$ cat config.mk
export PLATFORM = sky130hd
export DESIGN_NAME = kmc_ctrl
export DESIGN_NICKNAME = d
export VERILOG_FILES = /design/src/rtl/core/kmc_pkg.sv /design/src/rtl/core/kmc_ctrl.sv
export SDC_FILE = /design/constraint.sdc
export NUM_CORES = 1
export LEC_CHECK = 0
export BUFFER_PORTS_ARGS = -buffer_cell sky130_fd_sc_hd__buf_4
export CAP_MARGIN = 20
export CORE_MARGIN = 3
export CORE_UTILIZATION = 52
export DETAILED_ROUTE_END_ITERATION = 16
export PLACE_DENSITY = 0.8
export SYNTH_ARGS = -nofsm -noshare
export SYNTH_HDL_FRONTEND = slang
export SYNTH_SLANG_ARGS = --single-unit
$ cat constraint.sdc
create_clock -name aclk -period 6.2 [get_ports aclk]
set_clock_uncertainty 0.05 [all_clocks]
set_input_delay 0.31 -clock aclk [delete_from_list [all_inputs] [get_ports aclk]]
set_output_delay 0.31 -clock aclk [all_outputs]
set_load 0.03 [all_outputs]
$ cat src/rtl/core/kmc_pkg.sv
package kmc_pkg;

    localparam int MAX_SAMPLES  = 64;
    localparam int MAX_CLUSTERS = 8;
    localparam int FRAC_BITS    = 16;

    localparam int AW    = $clog2(MAX_SAMPLES);       // sample address
    localparam int NW    = $clog2(MAX_SAMPLES + 1);   // sample count
    localparam int CW    = $clog2(MAX_CLUSTERS);      // cluster number
    localparam int KW    = 4;                         // cluster_count register
    localparam int LIMW  = 8;                         // iteration_limit register
    localparam int RAWW  = 32;                        // raw sample axis
    localparam int NRMW  = FRAC_BITS;                 // normalised axis
    localparam int SUMW  = FRAC_BITS + AW;            // per-cluster axis sum
    localparam int DIVW  = RAWW + FRAC_BITS;          // divider dividend
    localparam int IDXW  = 2;                         // config register index
    localparam int CFGW  = 8;                         // config write data
    localparam int STW   = 2;                         // status code

    localparam logic [STW-1:0]  ST_OK  = 2'd0;
    localparam logic [STW-1:0]  ST_FEW = 2'd1;
    localparam logic [STW-1:0]  ST_OVF = 2'd2;

    localparam logic [IDXW-1:0] REG_CLUSTER_COUNT   = 2'd0;
    localparam logic [IDXW-1:0] REG_ITERATION_LIMIT = 2'd1;

    localparam logic [KW-1:0]   CLUSTER_COUNT_RST   = 4'd2;
    localparam logic [LIMW-1:0] ITERATION_LIMIT_RST = 8'd16;

    typedef struct packed {
        logic [AW-1:0]  addr;
        logic [AW-1:0]  piv_idx;
        logic [NW-1:0]  n;
        logic [KW-1:0]  k;
        logic           raw_we;
        logic           mm_issue;
        logic           mm_first;
        logic           norm_start;
        logic           norm_we;
        logic           piv_latch;
        logic           scan_issue;
        logic           seed_set;
        logic           pt_latch;
        logic           dist_issue;
        logic [CW-1:0]  dist_j;
        logic           acc_clr;
        logic           asg_we;
        logic           upd_start;
        logic           upd_we;
        logic [CW-1:0]  upd_j;
        logic           out_load;
        logic           out_err;
        logic           out_last;
        logic [STW-1:0] err_code;
    } kmc_cmd_t;

    typedef struct packed {
        logic div_done;
        logic cnt_zero;
        logic changed;
    } kmc_sts_t;

endpackage

$ cat src/rtl/core/kmc_ctrl.sv
module kmc_ctrl
    import kmc_pkg::*;
(
    input  logic            aclk,
    input  logic            aresetn,
    input  logic            cfg_valid,
    input  logic            cfg_ready,
    input  logic [IDXW-1:0] cfg_index,
    input  logic [CFGW-1:0] cfg_data,
    input  logic            s_valid,
    output logic            s_ready,
    input  logic            s_last_sample,
    output logic            m_valid,
    input  logic            m_ready,
    input  kmc_sts_t        sts,
    output kmc_cmd_t        cmd
);

    typedef enum logic [19:0] {
        S_LOAD      = 20'h00001,
        S_MINMAX    = 20'h00002,
        S_NORM_RD   = 20'h00004,
        S_NORM_GO   = 20'h00008,
        S_NORM_WAIT = 20'h00010,
        S_SEED_PIV  = 20'h00020,
        S_SEED_LAT  = 20'h00040,
        S_SEED_SCAN = 20'h00080,
        S_SEED_SET  = 20'h00100,
        S_ASG_RD    = 20'h00200,
        S_ASG_LAT   = 20'h00400,
        S_ASG_DIST  = 20'h00800,
        S_ASG_WR    = 20'h01000,
        S_ROUND     = 20'h02000,
        S_UPD_GO    = 20'h04000,
        S_UPD_WAIT  = 20'h08000,
        S_OUT_RD    = 20'h10000,
        S_OUT_LD    = 20'h20000,
        S_OUT_WAIT  = 20'h40000,
        S_ERR_LD    = 20'h80000
    } state_t;

    state_t          state_reg, state_next;
    logic [KW-1:0]   kcfg_reg, kcfg_next;
    logic [LIMW-1:0] lcfg_reg, lcfg_next;
    logic [NW-1:0]   n_reg, n_next;
    logic            ovf_reg, ovf_next;
    logic [AW-1:0]   i_reg, i_next;
    logic [NW-1:0]   m_reg, m_next;
    logic [KW-1:0]   j_reg, j_next;
    logic [LIMW-1:0] it_reg, it_next;
    logic [KW-1:0]   k_reg, k_next;
    logic [LIMW-1:0] lim_reg, lim_next;
    logic [STW-1:0]  err_reg, err_next;
    logic            last_reg, last_next;
    logic [KW-1:0]   k_eff;
    logic [LIMW-1:0] lim_eff;
    logic [NW-1:0]   n_tmp;
    logic            ovf_tmp;
    logic            i_last;

    assign k_eff   = (kcfg_reg == '0) ? KW'(1) :
                     (kcfg_reg > KW'(MAX_CLUSTERS)) ? KW'(MAX_CLUSTERS) : kcfg_reg;
    assign lim_eff = (lcfg_reg == '0) ? LIMW'(1) : lcfg_reg;
    assign i_last  = ({1'b0, i_reg} == n_reg - 1'b1);

    always_comb begin
        kcfg_next = kcfg_reg;
        lcfg_next = lcfg_reg;
        if (cfg_valid && cfg_ready) begin
            case (cfg_index)
                REG_CLUSTER_COUNT:   kcfg_next = cfg_data[KW-1:0];
                REG_ITERATION_LIMIT: lcfg_next = cfg_data;
                default: ;
            endcase
        end
    end

    always_comb begin
        state_next = state_reg;
        n_next     = n_reg;
        ovf_next   = ovf_reg;
        i_next     = i_reg;
        m_next     = m_reg;
        j_next     = j_reg;
        it_next    = it_reg;
        k_next     = k_reg;
        lim_next   = lim_reg;
        err_next   = err_reg;
        last_next  = last_reg;
        n_tmp      = n_reg;
        ovf_tmp    = ovf_reg;

        cmd            = '0;
        cmd.addr       = i_reg;
        cmd.piv_idx    = i_reg;
        cmd.n          = n_reg;
        cmd.k          = k_reg;
        cmd.dist_j     = j_reg[CW-1:0];
        cmd.upd_j      = j_reg[CW-1:0];
        cmd.err_code   = err_reg;
        cmd.out_last   = i_last;

        case (state_reg)
            S_LOAD: begin
                cmd.addr = n_reg[AW-1:0];
                if (s_valid) begin
                    if (n_reg == NW'(MAX_SAMPLES)) begin
                        ovf_tmp = 1'b1;
                    end else begin
                        cmd.raw_we = 1'b1;
                        n_tmp      = n_reg + 1'b1;
                    end
                    n_next   = n_tmp;
                    ovf_next = ovf_tmp;
                    if (s_last_sample) begin
                        k_next   = k_eff;
                        lim_next = lim_eff;
                        m_next   = '0;
                        if (ovf_tmp) begin
                            err_next   = ST_OVF;
                            state_next = S_ERR_LD;
                        end else if (NW'(k_eff) > n_tmp) begin
                            err_next   = ST_FEW;
                            state_next = S_ERR_LD;
                        end else begin
                            state_next = S_MINMAX;
                        end
                    end
                end
            end
            S_MINMAX: begin
                cmd.addr     = m_reg[AW-1:0];
                cmd.mm_issue = (m_reg < n_reg);
                cmd.mm_first = (m_reg == '0);
                m_next       = m_reg + 1'b1;
                if (m_reg == n_reg) begin
                    i_next     = '0;
                    state_next = S_NORM_RD;
                end
            end
            S_NORM_RD: state_next = S_NORM_GO;
            S_NORM_GO: begin
                cmd.norm_start = 1'b1;
                state_next     = S_NORM_WAIT;
            end
            S_NORM_WAIT: begin
                if (sts.div_done) begin
                    cmd.norm_we = 1'b1;
                    i_next      = i_last ? '0 : i_reg + 1'b1;
                    state_next  = i_last ? S_SEED_PIV : S_NORM_RD;
                end
            end
            S_SEED_PIV: state_next = S_SEED_LAT;
            S_SEED_LAT: begin
                cmd.piv_latch = 1'b1;
                m_next        = '0;
                state_next    = S_SEED_SCAN;
            end
            S_SEED_SCAN: begin
                cmd.addr       = m_reg[AW-1:0];
                cmd.scan_issue = (m_reg < n_reg);
                m_next         = m_reg + 1'b1;
                if (m_reg == n_reg) begin
                    state_next = S_SEED_SET;
                end
            end
            S_SEED_SET: begin
                cmd.seed_set = 1'b1;
                i_next       = i_last ? '0 : i_reg + 1'b1;
                it_next      = '0;
                state_next   = i_last ? S_ASG_RD : S_SEED_PIV;
            end
            S_ASG_RD: begin
                cmd.acc_clr = (i_reg == '0);
                state_next  = S_ASG_LAT;
            end
            S_ASG_LAT: begin
                cmd.pt_latch = 1'b1;
                j_next       = '0;
                state_next   = S_ASG_DIST;
            end
            S_ASG_DIST: begin
                cmd.dist_issue = (j_reg < k_reg);
                j_next         = j_reg + 1'b1;
                if (j_reg == k_reg + 1'b1) begin
                    state_next = S_ASG_WR;
                end
            end
            S_ASG_WR: begin
                cmd.asg_we = 1'b1;
                i_next     = i_last ? '0 : i_reg + 1'b1;
                state_next = i_last ? S_ROUND : S_ASG_RD;
            end
            S_ROUND: begin
                if ((it_reg != '0 && !sts.changed) || it_reg + 1'b1 == lim_reg) begin
                    i_next     = '0;
                    state_next = S_OUT_RD;
                end else begin
                    it_next    = it_reg + 1'b1;
                    j_next     = '0;
                    state_next = S_UPD_GO;
                end
            end
            S_UPD_GO: begin
                if (j_reg == k_reg) begin
                    i_next     = '0;
                    state_next = S_ASG_RD;
                end else if (sts.cnt_zero) begin
                    j_next = j_reg + 1'b1;
                end else begin
                    cmd.upd_start = 1'b1;
                    state_next    = S_UPD_WAIT;
                end
            end
            S_UPD_WAIT: begin
                if (sts.div_done) begin
                    cmd.upd_we = 1'b1;
                    j_next     = j_reg + 1'b1;
                    state_next = S_UPD_GO;
                end
            end
            S_OUT_RD: state_next = S_OUT_LD;
            S_OUT_LD: begin
                cmd.out_load = 1'b1;
                last_next    = i_last;
                state_next   = S_OUT_WAIT;
            end
            S_ERR_LD: begin
                cmd.out_load = 1'b1;
                cmd.out_err  = 1'b1;
                last_next    = 1'b1;
                state_next   = S_OUT_WAIT;
            end
            S_OUT_WAIT: begin
                if (m_ready) begin
                    if (last_reg) begin
                        n_next     = '0;
                        ovf_next   = 1'b0;
                        state_next = S_LOAD;
                    end else begin
                        i_next     = i_reg + 1'b1;
                        state_next = S_OUT_RD;
                    end
                end
            end
            default: state_next = S_LOAD;
        endcase
    end

    always_ff @(posedge aclk) begin
        if (!aresetn) begin
            state_reg <= S_LOAD;
            kcfg_reg  <= CLUSTER_COUNT_RST;
            lcfg_reg  <= ITERATION_LIMIT_RST;
            n_reg     <= '0;
            ovf_reg   <= 1'b0;
            i_reg     <= '0;
            m_reg     <= '0;
            j_reg     <= '0;
            it_reg    <= '0;
            k_reg     <= '0;
            lim_reg   <= '0;
            err_reg   <= ST_OK;
            last_reg  <= 1'b0;
        end else begin
            state_reg <= state_next;
            kcfg_reg  <= kcfg_next;
            lcfg_reg  <= lcfg_next;
            n_reg     <= n_next;
            ovf_reg   <= ovf_next;
            i_reg     <= i_next;
            m_reg     <= m_next;
            j_reg     <= j_next;
            it_reg    <= it_next;
            k_reg     <= k_next;
            lim_reg   <= lim_next;
            err_reg   <= err_next;
            last_reg  <= last_next;
        end
    end

    assign s_ready = (state_reg == S_LOAD);
    assign m_valid = (state_reg == S_OUT_WAIT);

endmodule
==> results.txt <==
----------------------------------------------------
[Worst setup path]
  Top fanout value on the critical path ... 14
  Arrival time reported for the critical path endpoint ... 3720 ps
  Type of origin of the critical path ... flop
  Req. time, crit path ... 6390 ps
  Startpoint-to-endpoint class of the critical path ... reg2reg
  Type of element capturing the critical path ... flop

[Place]
  Count of input and output buffers ... 69
  Half-perimeter wire length after placement ... 10500 um
  Weighted congestion at the end of routability-driven global placement ... 0.987

[Timing]
  Number of max-slew violations in the final report ... 0
  Remaining max-slew budget at the tightest pin ... 0.398
  Total of endpoints with negative setup slack in the final report ... 0
  Transition time at the pin with the least slew margin ... 903 ps
  Setup repair after global routing missed its margin ... false
  Total Neg Setup Slack ... 0 ps
  Share of the clock period used by the worst path after layout ... 0.569
  Final critical delay including setup and external delays ... 3530 ps
  Total count of hold-check failures in the final report ... 0
  Highest clock rate ... 0.284 GHz

[Finish]
  Largest register FFs ... 20
  Inserted Diodes ... 0
  Most used cells in the layout excluding fill and tap cells ... sky130_fd_sc_hd__dfxtp_1, sky130_fd_sc_hd__nor2_1, sky130_fd_sc_hd__buf_4, sky130_fd_sc_hd__nand2_1, sky130_fd_sc_hd__a21oi_1
  Share of final-layout standard cells stronger than drive strength 1 ... 0.142
  Net count, final ... 753
  Commonest non-fill, non-tap cell in the layout ... sky130_fd_sc_hd__dfxtp_1
  Layout area overhead ... 13.7%
  Number of fill cells in the layout ... 843

[Yosys]
  Number of flops mapped to enable cells by yosys ... 0
  Most used flip-flop cell after synthesis ... sky130_fd_sc_hd__dfxtp_1
  Async S/R FF share, synth ... 0
  Average cell area after synthesis ... 7.72 sq um
  Mapped Cells ... 668
  Count of cell types in the netlist ... 63
  Net count of the mapped netlist ... 714
  Number of warnings reported in the yosys synthesis log ... 0
  Sequential-to-total area share from yosys stat ... 0.311
  Number of storage elements in the synthesis netlist ... 80
  Post-Syn Area ... 5150 sq um

[Global route]
  Total congestion overflow after global routing ... 0
  Maximum number of pins on one net before global-route repair ... 31
  Via count of the first global-routing pass ... 4771
  GRT Total Usage ... 0.254
  Number of antenna violations at the first check in global routing ... 0
  Global-route wire length before repair ... 23400 um

[Detailed routing]
  Via count ... 5096
  Via density per instance ... 6.06
  Number of iterations in the first detailed-routing pass ... 5
  Antenna-violating nets left ... 0
  Total wirelength of the detailed-routed design ... 14300 um
  Post-route DRC violation count ... 0
  Detailed Route Iter0 Violations ... 337
  Routed wire length per instance ... 17.0 um

[CTS]
  Maximum clock path buffer count ... 2
  TritonCTS sink count ... 80
  Number of buffers inserted by hold repair at cts ... 0
  Number of setup buffers added after CTS ... 0
  Clock network latency to the later pin of the worst-skew pair ... 370 ps
  Reg clk slew, reported paths ... 100 ps
  CTS H-tree lvls ... 3
  Root buffer cell ... sky130_fd_sc_hd__clkbuf_8
  TritonCTS clock tree ... yes
  Number of gates resized after CTS ... 0
  Number of buffers created by CTS ... 9

[Floorplanning]
  Die width ... 106 um
  Number of primary I/O pins ... 70
  Row count ... 35
  Area enclosed by the die boundary ... 11100 sq um
  Die span in y ... 106 um
  Starting density of the core ... 0.548
  Core region area ... 9420 sq um

[Outcome]
  Run status ... finished clean

[Job]
  Max cap viols ... 0

[Power and ir drop]
  Peak supply drop ... 123 uV
  P per Cell Area ... 227 nW/um^2
  Total power draw ... 1.33 mW
  Standby leakage power ... 2.38 nW

[Hold path]
  Min-Delay Path Class ... in2reg

----------------------------------------------------
## worst max-delay path: stages (launching register included)
cell	delay, ps
sky130_fd_sc_hd__dfxtp_1	490
sky130_fd_sc_hd__ha_1	370
sky130_fd_sc_hd__or4b_2	620
sky130_fd_sc_hd__a222oi_1	430
sky130_fd_sc_hd__a211o_1	540
sky130_fd_sc_hd__o21ai_0	460
sky130_fd_sc_hd__o31ai_1	350
sky130_fd_sc_hd__a21oi_1	90
## kinds of logic (layout without fill, tap and decap cells)
group | after synthesis | count (layout) | share of synthesized area
XOR/XNOR | 37 | 37 | 0.0629
flip-flops | 80 | 80 | 0.311
adder cells (fa/ha/maj) | 26 | 26 | 0.0631
buffers and inverters | 74 | 118 | 0.0633
multiplexers | 12 | 12 | 0.0233
AO/OA/AOI/OAI | 133 | 133 | 0.160
AND/OR/NAND/NOR | 306 | 306 | 0.317
## path summary, 6_finish.rpt
kind | startpoint | end | slack [ps] | cells after the start
max | it_reg[0]$_SDFFE_PN0P_ | i_reg[2]$_SDFFE_PN0P_ | 2670 | 7
min | cfg_data[4] | lcfg_reg[4]$_SDFFE_PN1P_ | 100 | 3
max reg2reg | it_reg[0]$_SDFFE_PN0P_ | i_reg[2]$_SDFFE_PN0P_ | 2670 | 7
min reg2reg | lcfg_reg[0]$_SDFFE_PN0P_ | lcfg_reg[0]$_SDFFE_PN0P_ | 430 | 2
## per-stage QoR
stage                     cells  worst slack (ps)  cell area (sq um)   util  hold WS (ps)
final                       841              2670               5860  0.622           104
after global routing        841              2420               5860  0.622           102
after CTS                   840              2330               5850  0.622          97.2
after detailed placement    824              2570               5640  0.599           406
after global placement      824              2700               5640  0.599           404
after floorplan             668              3350               5150      -           357
## per-layer routing
metal,track usage,share of wire
met5,0,0
met4,0.0879,0.019
met3,0.0392,0.087
met2,0.403,0.45
met1,0.352,0.44
## cell usage after synthesis, types with 6 or more instances
cell type,n,area [sq um]
sky130_fd_sc_hd__nand3_1,27,135
sky130_fd_sc_hd__xor2_1,19,166
sky130_fd_sc_hd__a21oi_1,59,295
sky130_fd_sc_hd__nand4_1,23,144
sky130_fd_sc_hd__inv_1,30,113
sky130_fd_sc_hd__o21ai_0,20,100
sky130_fd_sc_hd__nand2_1,61,229
sky130_fd_sc_hd__mux2i_1,12,120
sky130_fd_sc_hd__ha_1,26,325
sky130_fd_sc_hd__clkbuf_1,26,97.6
sky130_fd_sc_hd__or3_1,10,62.6
sky130_fd_sc_hd__buf_2,9,45.0
sky130_fd_sc_hd__a211oi_1,8,60.1
sky130_fd_sc_hd__nor2_1,72,270
sky130_fd_sc_hd__nor2b_1,15,93.8
sky130_fd_sc_hd__nand2b_1,7,43.8
sky130_fd_sc_hd__and3_1,14,87.6
sky130_fd_sc_hd__buf_4,8,60.1
sky130_fd_sc_hd__nor3_1,17,85.1
sky130_fd_sc_hd__a22oi_1,6,45.0
sky130_fd_sc_hd__and2_1,9,56.3
sky130_fd_sc_hd__dfxtp_1,80,1600
sky130_fd_sc_hd__nor4_1,13,81.3
sky130_fd_sc_hd__xnor2_1,18,158
## where the power goes
group / switching (mW) / internal, mW / total (mW)
clock: 0.226 / 0.195 / 0.421
combinational: 0.219 / 0.130 / 0.350
sequential: 0.0291 / 0.530 / 0.559
## final cells by class
class	instances	area, sq um	area share
multi-input combinational	514	3230	0.552
sequential	80	1600	0.273
timing repair buffer	72	541	0.0922
tap	129	161	0.0275
clock buffer	9	124	0.0211
inverter	30	113	0.0192
clock inverter	7	86.3	0.0147
Power figures use the tool's default switching activity.
